## src/sv/ssp_pkg.sv

```systemverilog
`timescale 1ns / 1ps
// ----------------------------------------------------------------------------
// ssp_pkg: shared types and constants of the sloped shadow projector
// Word layouts of the request and result channels and the fixed constants of
// the fade, slope scaling and opacity arithmetic.
// ----------------------------------------------------------------------------
package ssp_pkg;

  typedef struct packed {
    logic               req_type;
    logic signed [31:0] pos_x;
    logic signed [31:0] ground_y;
    logic signed [31:0] pos_z;
    logic        [14:0] shadow_size;
    logic signed [31:0] source_y;
    logic signed [15:0] normal_x;
    logic signed [15:0] normal_y;
    logic signed [15:0] normal_z;
  } in_item_t;

  typedef struct packed {
    logic               accepted;
    logic        [5:0]  slot;
    logic        [5:0]  fade_opacity;
    logic signed [31:0] out_pos_x;
    logic signed [31:0] out_pos_y;
    logic signed [31:0] out_pos_z;
    logic signed [15:0] out_size;
    logic signed [15:0] corner_offset_a;
    logic signed [15:0] corner_offset_b;
    logic signed [15:0] corner_offset_c;
    logic        [5:0]  projection_opacity;
  } out_item_t;

  localparam logic REQ_QUEUE = 1'b0;
  localparam logic REQ_CLEAR = 1'b1;

  // Divider operand widths: product magnitudes stay below 2**31.
  localparam int NUM_W = 31;
  localparam int DEN_W = 16;

  localparam int FADE_SHIFT = 10;
  localparam logic signed [32:0] FADE_ROUND = 33'sd1023;
  localparam logic signed [32:0] FADE_BIAS  = 33'sd64;
  localparam logic signed [32:0] FADE_TOP   = -33'sd32;
  localparam logic        [5:0]  FADE_MAX   = 6'd32;

  localparam logic signed [15:0] NY_STEEP = -16'sd4096;
  localparam logic signed [15:0] NY_SCALE = -16'sd12288;
  localparam logic signed [15:0] NY_FLAT  = -16'sd8192;
  localparam logic signed [16:0] SCALE_BIAS = -17'sd2048;
  localparam logic signed [16:0] POPAC_BIAS = -17'sd4096;
  localparam logic [DEN_W-1:0]   SCALE_DIV  = 16'h2800;
  localparam logic [5:0]         POPAC_FLAT = 6'd48;

endpackage

```

## src/sv/ssp_div.sv

```systemverilog
`timescale 1ns / 1ps
// ----------------------------------------------------------------------------
// ssp_div: radix-2 restoring divider
// Unsigned division, one quotient bit per cycle; done pulses with the result.
// ----------------------------------------------------------------------------
module ssp_div (
  input  logic                        clk,
  input  logic                        rst,
  input  logic                        start,
  input  logic [ssp_pkg::NUM_W-1:0]   num,
  input  logic [ssp_pkg::DEN_W-1:0]   den,
  output logic                        done,
  output logic [ssp_pkg::NUM_W-1:0]   quo
);

  localparam int CW = $clog2(ssp_pkg::NUM_W);

  logic                      busy;
  logic [CW-1:0]             cnt;
  logic [ssp_pkg::DEN_W-1:0] rem;
  logic [ssp_pkg::DEN_W-1:0] dvs;
  logic [ssp_pkg::DEN_W:0]   shifted;
  logic [ssp_pkg::DEN_W+1:0] trial;

  assign shifted = {rem, quo[ssp_pkg::NUM_W-1]};
  assign trial   = {1'b0, shifted} - {2'b00, dvs};

  always_ff @(posedge clk) begin
    if (rst) begin
      busy <= 1'b0;
      done <= 1'b0;
      cnt  <= '0;
    end else begin
      done <= 1'b0;
      if (start) begin
        busy <= 1'b1;
        cnt  <= '0;
        rem  <= '0;
        dvs  <= den;
        quo  <= num;
      end else if (busy) begin
        // The remainder stays below the divisor, so it fits DEN_W bits.
        if (!trial[ssp_pkg::DEN_W+1]) begin
          rem <= trial[ssp_pkg::DEN_W-1:0];
          quo <= {quo[ssp_pkg::NUM_W-2:0], 1'b1};
        end else begin
          rem <= shifted[ssp_pkg::DEN_W-1:0];
          quo <= {quo[ssp_pkg::NUM_W-2:0], 1'b0};
        end
        cnt <= cnt + CW'(1);
        if (cnt == CW'(ssp_pkg::NUM_W - 1)) begin
          busy <= 1'b0;
          done <= 1'b1;
        end
      end
    end
  end

  a_no_restart: assert property (@(posedge clk) disable iff (rst) start |-> !busy)
    else $error("divider started while busy");
  a_done_after_busy: assert property (@(posedge clk) disable iff (rst) done |-> $past(busy))
    else $error("divider done without a running division");
  a_done_pulse: assert property (@(posedge clk) disable iff (rst) done |=> !done)
    else $error("divider done held for more than one cycle");

endmodule
```

## config.mk

```make
export PLATFORM = sky130hd
export DESIGN_NAME = ssp_div
export DESIGN_NICKNAME = d
export VERILOG_FILES = /design/src/sv/ssp_pkg.sv /design/src/sv/ssp_div.sv
export SDC_FILE = /design/constraint.sdc
export NUM_CORES = 1
export LEC_CHECK = 0
export BUFFER_PORTS_ARGS = -buffer_cell sky130_fd_sc_hd__buf_2
export CORE_AREA = 2 2 93 95
export CTS_CLUSTER_DIAMETER = 80
export DETAILED_ROUTE_END_ITERATION = 7
export DIE_AREA = 0 0 95 97
export GPL_TIMING_DRIVEN = 0
export PLACE_DENSITY = 0.67
export SLEW_MARGIN = 10
export SYNTH_ARGS = -nofsm -noshare
export SYNTH_HDL_FRONTEND = slang
export SYNTH_SLANG_ARGS = --single-unit
```

## constraint.sdc

```tcl
create_clock -name clk -period 11.6 [get_ports clk]
set_input_delay 3.48 -clock clk [delete_from_list [all_inputs] [get_ports clk]]
set_output_delay 3.48 -clock clk [all_outputs]
set_load 0.01 [all_outputs]
```

; Word level (Yosys, flattened, before mapping)
; Index checks and enable logic that the tools add are counted.
[totals]
register_bits = 70
inputBits = 50
output_inout_bits = 32
word_cells = 25
[op_classes]
addsub = 2
n_eq_ne = 1
muxes = 9
bitwise = 2
n_reduce_logical = 5
[ops]
columns = op, n
row1 = 31-bit 2-to-1 mux, 2
row2 = 16-bit 2-to-1 mux, 2
row3 = 17-bit by 16-bit subtractor with 18-bit output, 1
row4 = "5-bit by 1-bit adder with 5-bit output, second input constant", 1
row5 = "5-bit == test, second input constant", 1
row6 = 1-bit 2-to-1 mux, 5
row7 = 2-bit AND reduction, 2
row8 = 3-bit OR reduction, 1
row9 = 1-bit NOT, 2
row10 = 2-bit nonzero test, 1
row11 = 2-bit OR reduction, 1

; Depth between registers and ports, before layout
[depth]
depth_word = 4
ltp_mapped = 11
ltp_nobuf = 11

; Worst setup path after synthesis
; Ideal clock, no wire load.
[synth_path]
kind = input -> register
start = input port start
end = register quo[0] (netlist bit) (enable)
setup_time_ns = 0.452
t_arrival_ns = 6.208
required_time_ns = 11.148
setup_slack_ns = 4.941
cell_stages = 4
path_buffers = 2
cell_sequence = clkbuf_1 buf_1 nor2_1 nor2_1
[synth_between]
elab_chain_cells = 2
[synth_rtl]
columns = item, line_no
row1 = from (decl), ssp_div.sv:9  ; input logic start,
row2 = 2-bit nonzero test (no line), n/a
row3 = 2-bit AND reduction (no line), n/a
row4 = to (signal assigned), ssp_div.sv:40  ; quo <= num;
row5 = to (signal assigned), ssp_div.sv:45  ; quo <= {quo[ssp_pkg::NUM_W-2:0], 1'b1};
row6 = to (signal assigned), ssp_div.sv:48  ; quo <= {quo[ssp_pkg::NUM_W-2:0], 1'b0};
row7 = to (decl), ssp_div.sv:13  ; output logic [ssp_pkg::NUM_W-1:0] quo
; No other way between the ends.
; A chain may end at the register's enable or synchronous reset.

; Final worst setup path
[layout_path]
start = input port start
end = register quo[24] (netlist bit) (enable)
; The elaborated chain is that of the path after synthesis.

==> metrics list <==
* Clock tree skew after final layout: between 0.009 and 0.01 ns
- Clock latency on the worst-skew pair: about 0.35 ns
- The number of max-slew violations in the final report came to 0.
- STA classifies the critical path startpoint as an input port.
- Relative slew slack: 0.607
- Averaged over all synthesized cells, the footprint is between 10 and 15 sq um.
* DRC viols: 0
- After floorplanning, the core was sized to cover between 8000 and 9000 sq um.
- Per-cell via count in the routed design: roughly 5.1
* GR Util All Layers: 0.161
- Filler instances: between 700 and 800
- Floorplan die height: between 90 and 100 microns
- Count of buffers added by post-CTS timing repair for setup: 0
- Combined area of all synthesized cells: between 3000 and 4000 sq um
- Post-detailed-route count of antenna-violating nets: 0
- On the critical path the largest part of the delay comes from buffers and inverters.
- In the final layout, the share of cells above drive strength 1 is 0.386.
- Data arrives at the worst endpoint at ~5.3 ns.
- Synthesis inferred 70 register bits.
- Routed vias: 2,456
* Most instantiated flip-flop cell in the synthesis netlist: sky130_fd_sc_hd__edfxtp_1
* Sum of routed wire length over all layers: slightly below 7000 microns
- Net Switching: roughly 0.00019 W
- For this configuration, the core starts out at a cell density of 0.444.
* Final setup violation count: 0
- Starting DRC count in detailed routing: 74
* Number of iterations in the first detailed-routing pass: 4
- The share of the Yosys chip area taken by registers is 0.563.
- Shortest clock period the worst path allows after layout: ~5.3 ns
- Part of the total power dissipated in the clock network: 0.332
- Gp weighted congestion: between 0.7 and 0.8
- For this run the aggregate overflow at the end of global routing stands at 0.
- CTS hold repair buffers: 0
- Of all nets on the critical path, the largest fanout is 31.
* Leakage power of the design: about 1.8 nW
- Cell-internal power: between 0.0004 and 0.0005 W
- Layout Nets: between 400 and 500
- The path class of the tightest hold or removal check is register to register.
- 0 antenna diodes ended up in the layout.
- Required time worst endpoint: between 10 and 15 ns
- Share of synthesized flip-flops with an asynchronous set or reset: 0
- In the final layout, the multi-input gates occupy between 1000 and 1500 sq um.
- Number of buffer cells added on primary ports: 80
- Synthesis produced between 200 and 300 cells.
- TritonCTS built the clock tree.
- The slowest stage of the critical path is the sky130_fd_sc_hd__buf_1 cell.
- Pwr Density: between 150 and 200 nW/um^2
- Category of the worst setup path capture point: register
- Area added between synthesis and finish: 22.2%
* Sum of buffers and inverters on the critical path: 3
- Timing analysis after detailed placement gives a worst setup slack of slightly below 6 ns.
* Worst path setup slack after routing: 6.32 ns
- Vias in the first global route: ~2,600
- Yosys warns: 0
- CTS max path bufs: 2
- The final hold violation count came to 0.
- Peak VDD IR: roughly 70 uV
- In the final timing run, aggregate negative setup slack is 0 ns.
* Area share of and/or/nand/nor cells after synthesis: 0.0693
- Complex-gate fraction of the synthesized area: 0.0973
- The flow ran to the end, and the final reports show no timing, DRC or antenna violations.
* Multiplexer share of the synthesized area: 0.124
- The floorplan step defined a die boundary enclosing around 9200 sq um.
- Counting flops with a built-in enable in the synthesized netlist gives 63.
- Clock slew seen by the registers of the worst setup and hold paths: about 0.090 ns
* Number of core rows: 33
- Worst slew pin tran: about 0.59 ns
- H-tree depth: 3
- Static timing analysis puts the maximum clock frequency at 189 MHz.
- Worst setup path category: input port to register
- The signal on the critical path passes through clkbuf_1, buf_1, nor2_1, nor2_4, buf_12.
- Hold slack final: roughly 0.53 ns
- The largest single stage delay on the critical path is approximately 0.52 ns.
* Maximum number of pins on one net before global-route repair: 32
- Logic pwr share: 0.217
- For this design the top-level I/O count stands at between 80 and 90.
- Register area: between 2000 and 2500 sq um
* RSZ-0062 raised after global routing: no
* Unique cell type count in the Yosys netlist: between 40 and 50
- Die extent in x: 95 microns
- CTS Root Cell: sky130_fd_sc_hd__clkbuf_8
* Post-synthesis net count: roughly 350
- Number of gates given a new drive strength after cts: 0
- TritonCTS created 9 clock buffers.
- Number of antenna violations at the first check in global routing: 0
- Dividing the final minimum period by the clock period gives 0.455.
* Combinational family with the most area after synthesis: multiplexers
- Clock tree synthesis found a total of 70 sinks.
- Area share of fa/ha/maj cells after synthesis: 0.0679
- Switching share of total power: 0.279
* First-pass GRT wire length: 11,600 microns
- Across the run, the number of max-cap violations was 0.
* Power share of the sequential group: 0.451
* Final HPWL DP: between 5000 and 6000 microns
- Synth Area in XOR/XNOR: 0.0412
- Wire per inst: about 14 microns
worst reg2reg max path, stage by stage, from the launching register on:
cell	delay (ns)
sky130_fd_sc_hd__edfxtp_1	0.43
sky130_fd_sc_hd__inv_1	0.08
sky130_fd_sc_hd__ha_1	0.18
sky130_fd_sc_hd__inv_1	0.06
sky130_fd_sc_hd__fa_1	0.40
sky130_fd_sc_hd__a21oi_1	0.23
sky130_fd_sc_hd__o31ai_1	0.12
sky130_fd_sc_hd__a221oi_1	0.51
sky130_fd_sc_hd__nor4_1	0.11
sky130_fd_sc_hd__a21oi_1	0.17
sky130_fd_sc_hd__a31oi_1	0.10
final cells by class:
type / instances / share of cell area
timing repair buffer: 82 / 0.0978
clock inverter: 7 / 0.0238
clock buffer: 9 / 0.0281
multi-input combinational: 176 / 0.330
inverter: 24 / 0.0204
sequential: 70 / 0.460
buffer: 8 / 0.0102
tap: 105 / 0.0298
routing by layer:
layer | wire, microns | track usage | vias to the layer above
met1 | 3110 | 0.213 | 1161
met3 | 513 | 0.0553 | 11
met2 | 3170 | 0.236 | 76
li1 | - | - | 1208
met4 | 106 | 0.0702 | 0
met5 | 0 | 0 | -
power by group through the flow:
stage / Combinational [W] / Sequential (W) / Clock, W
floorplan: 0.000108 / 0.000316 / 0
global placement: 0.000145 / 0.000314 / 0
detailed placement: 0.000149 / 0.000314 / 0
CTS: 0.000150 / 0.000308 / 0.000235
global route: 0.000166 / 0.000311 / 0.000244
finish: 0.000148 / 0.000308 / 0.000227
cells in the mapped netlist, drive strengths merged (2+ instances only):
| library cell | n | area (sq um) |
|---|---|---|
| buf | 3 | 26.3 |
| o22ai | 2 | 12.5 |
| clkbuf | 5 | 18.8 |
| inv | 24 | 90.1 |
| a21oi | 13 | 68.8 |
| nand3 | 2 | 10.0 |
| nand4 | 4 | 25.0 |
| ha | 18 | 225 |
| nor2 | 29 | 111 |
| dfxtp | 7 | 140 |
| mux2i | 10 | 100 |
| a211oi | 5 | 52.6 |
| mux2 | 31 | 349 |
| edfxtp | 63 | 1890 |
| xnor2 | 12 | 105 |
| a31oi | 3 | 48.8 |
| a21o | 3 | 22.5 |
| o21ai | 9 | 52.6 |
| and3 | 2 | 12.5 |
| nand2 | 11 | 41.3 |
| xor2 | 5 | 43.8 |
kinds of logic (layout without fill, tap and decap cells):
family                   after synthesis  in the layout
multiplexers                          41             41
XOR/XNOR                              17             17
AND/OR/NAND/NOR                       55             55
AO/OA/AOI/OAI                         44             44
buffers and inverters                 32            130
adder cells (fa/ha/maj)               19             19
flip-flops                            70             70
cells in the final DEF (no fill, tap or decap), types with 3 or more instances in the layout:
| master | n |
|---|---|
| sky130_fd_sc_hd__nor2_1 | 26 |
| sky130_fd_sc_hd__mux2i_1 | 10 |
| sky130_fd_sc_hd__clkbuf_8 | 9 |
| sky130_fd_sc_hd__nand4_1 | 4 |
| sky130_fd_sc_hd__buf_6 | 3 |
| sky130_fd_sc_hd__ha_1 | 18 |
| sky130_fd_sc_hd__clkbuf_1 | 5 |
| sky130_fd_sc_hd__a21oi_1 | 12 |
| sky130_fd_sc_hd__nand2_1 | 11 |
| sky130_fd_sc_hd__buf_2 | 80 |
| sky130_fd_sc_hd__a21o_1 | 3 |
| sky130_fd_sc_hd__a211oi_2 | 3 |
| sky130_fd_sc_hd__mux2_2 | 31 |
| sky130_fd_sc_hd__xnor2_1 | 12 |
| sky130_fd_sc_hd__o21ai_0 | 6 |
| sky130_fd_sc_hd__xor2_1 | 5 |
| sky130_fd_sc_hd__edfxtp_1 | 63 |
| sky130_fd_sc_hd__dfxtp_1 | 7 |
| sky130_fd_sc_hd__inv_1 | 24 |
sequential cells by signal, indices dropped and copies added, names as in the netlist:
| register | flops |
|---|---|
| done | 1 |
| dvs | 16 |
| busy | 1 |
| rem | 16 |
| cnt | 5 |
| quo | 31 |
final timing paths:
| kind | slack, ns | cells past startpoint | endpoint | startpoint |
|---|---|---|---|---|
| max | 6.32 | 5 | quo[24]$_DFFE_PP_ | start |
| min | 0.53 | 2 | cnt[4]$_SDFFE_PP0P_ | cnt[4]$_SDFFE_PP0P_ |
| max reg2reg | 8.97 | 10 | rem[14]$_SDFFCE_PP0P_ | quo[30]$_DFFE_PP_ |
| min reg2reg | 0.53 | 2 | cnt[4]$_SDFFE_PP0P_ | cnt[4]$_SDFFE_PP0P_ |
stage by stage:
stage               cells  cell area, sq um  power, W  utilization
finish                481              4410  0.000683        0.543
detailed placement    465              4190  0.000463        0.515
CTS                   481              4410  0.000693        0.543
global route          481              4410  0.000720        0.543
floorplan             278              3610  0.000424            -
global placement      463              4140  0.000459        0.509
No activity file was read; power rests on OpenSTA's default activity.
